===== src/hdl/lptc_pkg.sv =====
// Shared types and constants of the luma tone curve block: pixel words, the
// configuration bundle, matrix coefficients and register indexes.
// No dependencies; every other file of the block imports it.
package lptc_pkg;

  // Field widths of the pixel words and the registers.
  localparam int PIX_W     = 8;
  localparam int KNEE_W    = 10;
  localparam int GAIN_W    = 12;
  localparam int NUM_KNEES = 4;
  localparam int NUM_GAINS = 3;

  // Datapath widths that do not depend on the luma precision.
  localparam int COEF_W = 18;              // signed Q16 matrix coefficients
  localparam int MAC_W  = 29;              // three 18x9 products summed
  localparam int SY_W   = 24;              // weighted luma sum, unsigned
  localparam int CH_W   = 26;              // U and V in Q16, signed
  localparam int CPW    = CH_W + COEF_W;   // one chroma product
  localparam int GSW    = CPW + 1;         // sum of two chroma products
  localparam int ACC_W  = 56;              // Q32 channel accumulators

  // Division by 255: reciprocal scaled by 2^32, rounded down.
  localparam int               RECIP_W = 25;
  localparam logic [RECIP_W-1:0] RECIP = 25'd16843009;
  // Half of the divisor 255 * 2^16.
  localparam int HALF_DEN = 8355840;

  // Forward matrix, signed Q16.
  localparam logic signed [COEF_W-1:0] CY_R = 18'sd19556;
  localparam logic signed [COEF_W-1:0] CY_G = 18'sd38502;
  localparam logic signed [COEF_W-1:0] CY_B = 18'sd7484;
  localparam logic signed [COEF_W-1:0] CU_R = -18'sd11076;
  localparam logic signed [COEF_W-1:0] CU_G = -18'sd21810;
  localparam logic signed [COEF_W-1:0] CU_B = 18'sd32893;
  localparam logic signed [COEF_W-1:0] CV_R = 18'sd32847;
  localparam logic signed [COEF_W-1:0] CV_G = -18'sd27499;
  localparam logic signed [COEF_W-1:0] CV_B = -18'sd5341;
  // Back conversion, signed Q16.
  localparam logic signed [COEF_W-1:0] CR_V = 18'sd91750;
  localparam logic signed [COEF_W-1:0] CG_U = -18'sd22479;
  localparam logic signed [COEF_W-1:0] CG_V = -18'sd46596;
  localparam logic signed [COEF_W-1:0] CB_U = 18'sd115671;

  // Configuration port.
  localparam int PADDR_W   = 5;
  localparam int REG_IDX_W = 3;
  localparam logic [REG_IDX_W-1:0] REG_KNEE_ONE      = 3'd0;
  localparam logic [REG_IDX_W-1:0] REG_KNEE_TWO      = 3'd1;
  localparam logic [REG_IDX_W-1:0] REG_KNEE_THREE    = 3'd2;
  localparam logic [REG_IDX_W-1:0] REG_KNEE_FOUR     = 3'd3;
  localparam logic [REG_IDX_W-1:0] REG_GAIN_SEG_ONE   = 3'd4;
  localparam logic [REG_IDX_W-1:0] REG_GAIN_SEG_TWO   = 3'd5;
  localparam logic [REG_IDX_W-1:0] REG_GAIN_SEG_THREE = 3'd6;

  // Reset values of the registers.
  localparam logic [KNEE_W-1:0] KNEE_ONE_RST   = 10'd205;
  localparam logic [KNEE_W-1:0] KNEE_TWO_RST   = 10'd512;
  localparam logic [KNEE_W-1:0] KNEE_THREE_RST = 10'd614;
  localparam logic [KNEE_W-1:0] KNEE_FOUR_RST  = 10'd819;
  localparam logic [GAIN_W-1:0] GAIN_RST       = 12'd256;

  // Input and output pixel words.
  typedef struct packed {
    logic [PIX_W-1:0] red_in;
    logic [PIX_W-1:0] green_in;
    logic [PIX_W-1:0] blue_in;
    logic [PIX_W-1:0] alpha_in;
  } pix_in_t;

  typedef struct packed {
    logic [PIX_W-1:0] red_out;
    logic [PIX_W-1:0] green_out;
    logic [PIX_W-1:0] blue_out;
    logic [PIX_W-1:0] alpha_out;
  } pix_out_t;

  // Register contents handed from the register file to the datapath.
  typedef struct packed {
    logic [NUM_KNEES-1:0][KNEE_W-1:0] knee;
    logic [NUM_GAINS-1:0][GAIN_W-1:0] gain;
  } lptc_cfg_t;

  // Chroma terms of the back conversion, carried down the pipeline.
  typedef struct packed {
    logic signed [GSW-1:0] red_v;
    logic signed [GSW-1:0] green_uv;
    logic signed [GSW-1:0] blue_u;
  } chroma_t;

endpackage


===== src/hdl/lptc_regs.sv =====
// Register file of the luma tone curve block behind an APB-style port.
// Depends on lptc_pkg for register indexes, reset values and lptc_cfg_t.
module lptc_regs
  import lptc_pkg::*;
(
  input  logic               clk,
  input  logic               rst_n,
  input  logic               psel,
  input  logic               penable,
  input  logic               pwrite,
  input  logic [PADDR_W-1:0] paddr,
  input  logic [31:0]        pwdata,
  output logic [31:0]        prdata,
  output logic               pready,
  output lptc_cfg_t          cfg
);

  lptc_cfg_t             cfg_r;
  lptc_cfg_t             cfg_nxt;
  logic [REG_IDX_W-1:0]  idx;
  logic                  wr_en;

  assign idx    = paddr[PADDR_W-1:2];
  assign wr_en  = psel && penable && pwrite;
  assign pready = 1'b1;
  assign cfg    = cfg_r;

  // Write decode; an index past the last register changes nothing.
  always_comb begin
    cfg_nxt = cfg_r;
    if (wr_en) begin
      case (idx)
        REG_KNEE_ONE:       cfg_nxt.knee[0] = pwdata[KNEE_W-1:0];
        REG_KNEE_TWO:       cfg_nxt.knee[1] = pwdata[KNEE_W-1:0];
        REG_KNEE_THREE:     cfg_nxt.knee[2] = pwdata[KNEE_W-1:0];
        REG_KNEE_FOUR:      cfg_nxt.knee[3] = pwdata[KNEE_W-1:0];
        REG_GAIN_SEG_ONE:   cfg_nxt.gain[0] = pwdata[GAIN_W-1:0];
        REG_GAIN_SEG_TWO:   cfg_nxt.gain[1] = pwdata[GAIN_W-1:0];
        REG_GAIN_SEG_THREE: cfg_nxt.gain[2] = pwdata[GAIN_W-1:0];
        default:            cfg_nxt = cfg_r;
      endcase
    end
  end

  always_ff @(posedge clk) begin
    if (!rst_n) begin
      cfg_r.knee[0] <= KNEE_ONE_RST;
      cfg_r.knee[1] <= KNEE_TWO_RST;
      cfg_r.knee[2] <= KNEE_THREE_RST;
      cfg_r.knee[3] <= KNEE_FOUR_RST;
      cfg_r.gain[0] <= GAIN_RST;
      cfg_r.gain[1] <= GAIN_RST;
      cfg_r.gain[2] <= GAIN_RST;
    end else begin
      cfg_r <= cfg_nxt;
    end
  end

  // Read mux.
  always_comb begin
    case (idx)
      REG_KNEE_ONE:       prdata = 32'(cfg_r.knee[0]);
      REG_KNEE_TWO:       prdata = 32'(cfg_r.knee[1]);
      REG_KNEE_THREE:     prdata = 32'(cfg_r.knee[2]);
      REG_KNEE_FOUR:      prdata = 32'(cfg_r.knee[3]);
      REG_GAIN_SEG_ONE:   prdata = 32'(cfg_r.gain[0]);
      REG_GAIN_SEG_TWO:   prdata = 32'(cfg_r.gain[1]);
      REG_GAIN_SEG_THREE: prdata = 32'(cfg_r.gain[2]);
      default:            prdata = 32'd0;
    endcase
  end

endmodule


===== config.mk =====
export PLATFORM = sky130hd
export DESIGN_NAME = lptc_regs
export DESIGN_NICKNAME = d
export VERILOG_FILES = /design/src/hdl/lptc_pkg.sv /design/src/hdl/lptc_regs.sv
export SDC_FILE = /design/constraint.sdc
export NUM_CORES = 1
export LEC_CHECK = 0
export BUFFER_PORTS_ARGS = -buffer_cell sky130_fd_sc_hd__buf_2
export CORE_ASPECT_RATIO = 1.4
export CORE_UTILIZATION = 40
export CTS_CLUSTER_DIAMETER = 30
export DETAILED_ROUTE_END_ITERATION = 6
export PLACE_DENSITY = 0.68
export SYNTH_ARGS = -nofsm -noshare
export SYNTH_HDL_FRONTEND = slang
export SYNTH_SLANG_ARGS = --single-unit

===== constraint.sdc =====
create_clock -name clk -period 4.3 [get_ports clk]
set_input_delay 1.075 -clock clk [delete_from_list [all_inputs] [get_ports clk]]
set_output_delay 1.075 -clock clk [all_outputs]
set_load 0.1 [all_outputs]

# Word-level counts from Yosys, hierarchy flattened
# Index checks and enable logic that the tools add are counted.
# word_totals
ramBits	0
memories	0
ff_bits	76
out_inout_bits	109
latchBits	0
rom_bits	0
# op_classes
order_cmp	0
n_mul	0
bitwise	0
n_reduce_logical	10
n_div	0
shift	0
muxes	1
n_addsub	0
eq_ne	6
# ops
cell	n
$pmux 12 s7	1
$reduce_and 2->1	7
$eq 3x3->1 const B	3
$eq 3x2->1 const B	2
$eq 3x1->1 const B	1
$logic_not 3->1	1
$logic_and 1x1->1	2

# Depth between registers and ports, before layout
# logic_depth
depth_word	3
ltp_mapped	6
ltp_nobuf	3

# Worst setup path before layout
# Ideal clock, no wire load.
# synth_path
kind	input to output
startpoint	input paddr[3]
endpoint	output prdata[3]
required_time_ns	3.225
arrival_ns	3.986
cell_stages	5
slack_ns	-0.761
n_path_buf	2
path_cell_list	buf_2 > buf_6 > mux2i_1 > o221a_1 > a221oi_1
# synth_via
elab_chain_cells	2
elab_cells_between_ends	8
classes_between	eq/ne: 6; mux: 1; reduce/logical: 1
# synth_lines
element	line	rtl
start: declaration	lptc_regs.sv:11	input logic [PADDR_W-1:0] paddr,
$eq 3x3->1 (tied with other cells)	lptc_regs.sv:61	case (idx)
$pmux 12 s7 *	lptc_regs.sv:61	
end: declaration	lptc_regs.sv:13	output logic [31:0] prdata,
# Mark *: on every way between the ends. The rest lies on a longest branch, timed or not.

# Worst setup path in the final report
# layout_path
startpoint	input paddr[3]
endpoint	output prdata[8]
# Same word-level chain as after synthesis.

==> summary.md <==
| Metric | Value |
|---|---|
| Status | complete, no violations |
| Post-Synthesis Cells | 396 |
| Largest net degree at the start of global routing | 90 |
| Inserted Diodes | 0 |
| RSZ-0062 raised after global routing | false |
| WP data required | 3.22 ns |
| Worst Hold Launch | cfg[30] |
| Seq cells post-synth | 76 |
| R2r endpoint | cfg[36] |
| Hold Path End | cfg[30] |
| I/O Pins | 151 |
| Cell Area, Placed | 4400 µm² |
| Max stage delay on crit path | 0.55 ns |
| Final Hold Vio Count | 0 |
| CTS HTree Levels | 3 |
| Crit path cell chain | buf_2 -> mux2i_1 -> o221a_1 -> a221oi_2 -> buf_2 |
| LEAKAGE | 0.00212 µW |
| First-pass GRT wire length | 16,500 µm |
| Fmax achieved | 0.260 GHz |
| Vias in the first global route | 3,230 |
| Clock sinks | 76 |
| Period utilization | 0.894 |
| Maximum clock insertion buffer count | 2 |
| Final worst path period need | 3.85 ns |
| Pwr dens | 414 nW/µm² |
| Worst Path Buf+Inv | 2 |
| Library cells used by synthesis | 33 |
| Clock Skew | 0 ns |
| Max VDD drop | 0.294 mV |
| GRT overflow | 0 |
| Synth Cell Area | 3700 µm² |
| Final WS setup | 0.455 ns |
| Top cell type's share of synthesized area | 0.411 |
| Crit-path slowest cell | buf_2 |
| Post-synth top cells | mux2i_1, dfxtp_1, nand2_1, nand3_1, buf_4 |
| Clk_lat worst skew | 0.33 ns |
| Slew @ Worst Pin | 0.937 ns |
| Total number of vias | 3,269 |
| Share of cells above drive strength 1 | 0.299 |
| GPL Wtd Cong | 0.842 |
| ANT nets after route | 0 |
| Fin nets | 535 |
| HP Class | flip-flop to flip-flop |
| Worst path most repeated cell | buf_2 |
| Routed len/inst | 17.8 µm |
| Core Footprint | 8980 µm² |
| Initial antenna violation count | 0 |
| Top-count cell post-synth | mux2i_1 |
| Setup violations, final | 0 |
| Total design power | 1980 µW |
| Iter 0 DRT Violations | 222 |
| Post-CTS setup buffers | 0 |
| Initial Util | 0.412 |
| Async S/R FF share, synth | 0 |
| Hold path depth | 2 |
| DR vias/cell | 5.40 |
| Post-synth top flop | dfxtp_1 |
| Post-synthesis sequential area ratio | 0.411 |
| Top post-synthesis cells by area | dfxtp_1, mux2i_1, nand2_1 |
| Post-synth EDFFs | 0 |
| Critical path's top delay family | buffers and inverters |
| CP Capture Type | primary output |
| Port-buffer cells | 107 |
| CTS root buffer | clkbuf_16 |
| Reg-to-reg startpoint | cfg[36] |
| Place WS | 0.470 ns |
| Startpoint types | input pin |
| Final Max Tran Viols | 0 |
| Die Y | 116 µm |
| Cell count along the critical path | 5 |
| Number of detailed-route iterations in the first pass | 4 |
| Total wire length | 10,800 µm |
| Worst EP arrival | 2.77 ns |
| All-Layer GR Usage | 0.222 |
| Final instance area | 4770 µm² |
| Die area | 9640 µm² |
| Clk slew on worst S/H paths | 0.05 ns |
| Post-DP HPWL | 7680 µm |
| Largest register FFs | 76 |
| Max_slew headroom | 0.375 |
| R2R Setup Slk | 3.61 ns |
| Cell taking the most area after synthesis | dfxtp_1 |
| Yosys warning total | 0 |
| Total of max-cap violations | 0 |
| # resized after CTS | 0 |
| Final TNS setup | 0 ns |
| Synthesis-to-layout area growth | 28.9% |
| Remaining DRCs | 0 |
| Chip width | 83.3 µm |
| FILL cells | 833 |
| Worst R2R Path Depth | 2 |
| Hold bufs inserted after CTS | 0 |
| Mean area per synthesized cell | 9.34 µm² |
| Crit path max fanout | 25 |
| Worst Setup Path Type | input pin to primary output |
| Num rows | 41 |
| Total CTS buffers | 9 |
| CTS tree | yes |
==> layout by cell type (no fill, tap or decap), drive strengths merged <==
master / netlist / routed
nor3: 1 / 1
o2bb2ai: 2 / 2
o221a: 5 / 5
and4b: 1 / 1
o31ai: 1 / 1
nor2b: 7 / 7
inv: 10 / 10
nand4b: 1 / 1
o21ai: 11 / 11
nand2b: 2 / 2
o211ai: 10 / 10
clkbuf: 13 / 12
bufinv: 0 / 4
nand2: 72 / 72
mux2i: 81 / 81
nor2: 6 / 6
mux2: 6 / 6
and2: 2 / 2
nand4: 1 / 1
dfxtp: 76 / 76
and3: 1 / 1
nand3: 33 / 33
a221oi: 5 / 5
a2bb2oi: 4 / 4
a32oi: 5 / 5
conb: 2 / 21
buf: 37 / 117
and4: 1 / 1
==> worst max path at each step <==
stage	from	endpoint	slack, ns
CTS	paddr[3]	prdata[8]	0.47
global route	paddr[3]	prdata[9]	0.36
floorplan	paddr[3]	prdata[9]	0.02
finish	paddr[3]	prdata[8]	0.45
detailed placement	paddr[3]	prdata[8]	0.47
global placement	paddr[3]	prdata[8]	0.48
==> metrics by stage <==
stage | hold slack [ns] | util | instances
floorplan | 0.892 | - | 415
global placement | 0.452 | 0.491 | 589
detailed placement | 0.465 | 0.491 | 589
CTS | 0.473 | 0.531 | 605
global route | 0.494 | 0.531 | 605
finish | 0.471 | 0.531 | 605
==> cell families (layout without fill, tap and decap cells) <==
kind of cell / count (synthesis) / in the layout / share of synthesized area
buffers and inverters: 60 / 143 / 0.0967
AO/OA/AOI/OAI: 43 / 43 / 0.0903
other: 2 / 21 / 0.00203
multiplexers: 87 / 87 / 0.237
flip-flops: 76 / 76 / 0.411
AND/OR/NAND/NOR: 128 / 128 / 0.162
==> routing by layer <==
metal  part of all wire  wire [µm]  vias to the layer above  track usage
met5                  0          0                        -            0
met4              0.032        342                        0        0.126
met3              0.055        592                       21       0.0392
met2               0.51       5460                      129        0.391
met1               0.41       4380                     1583        0.254
li1                   -          -                     1536            -
==> power by group <==
part / leakage (µW) / internal [µW] / switching [µW]
Combinational: 0.00133 / 70.4 / 263
Sequential: 0.000614 / 710 / 5.05
Clock: 0.000177 / 642 / 284
Total: 0.00212 / 1420 / 553
==> cell type report <==
class                      instances  area, µm²  area share
multi-input combinational        279       1920       0.403
sequential                        76       1520       0.319
clock inverter                     4        120      0.0252
inverter                          10       37.5     0.00787
timing repair buffer             117        788       0.165
tap                              107        134      0.0281
clock buffer                      12        246      0.0517
==> worst register-to-register path, cell delays in order (launching register included) <==
cell	delay [ns]
dfxtp_1	0.39
inv_1	0.06
o211ai_1	0.17
Power figures use the tool's default switching activity.
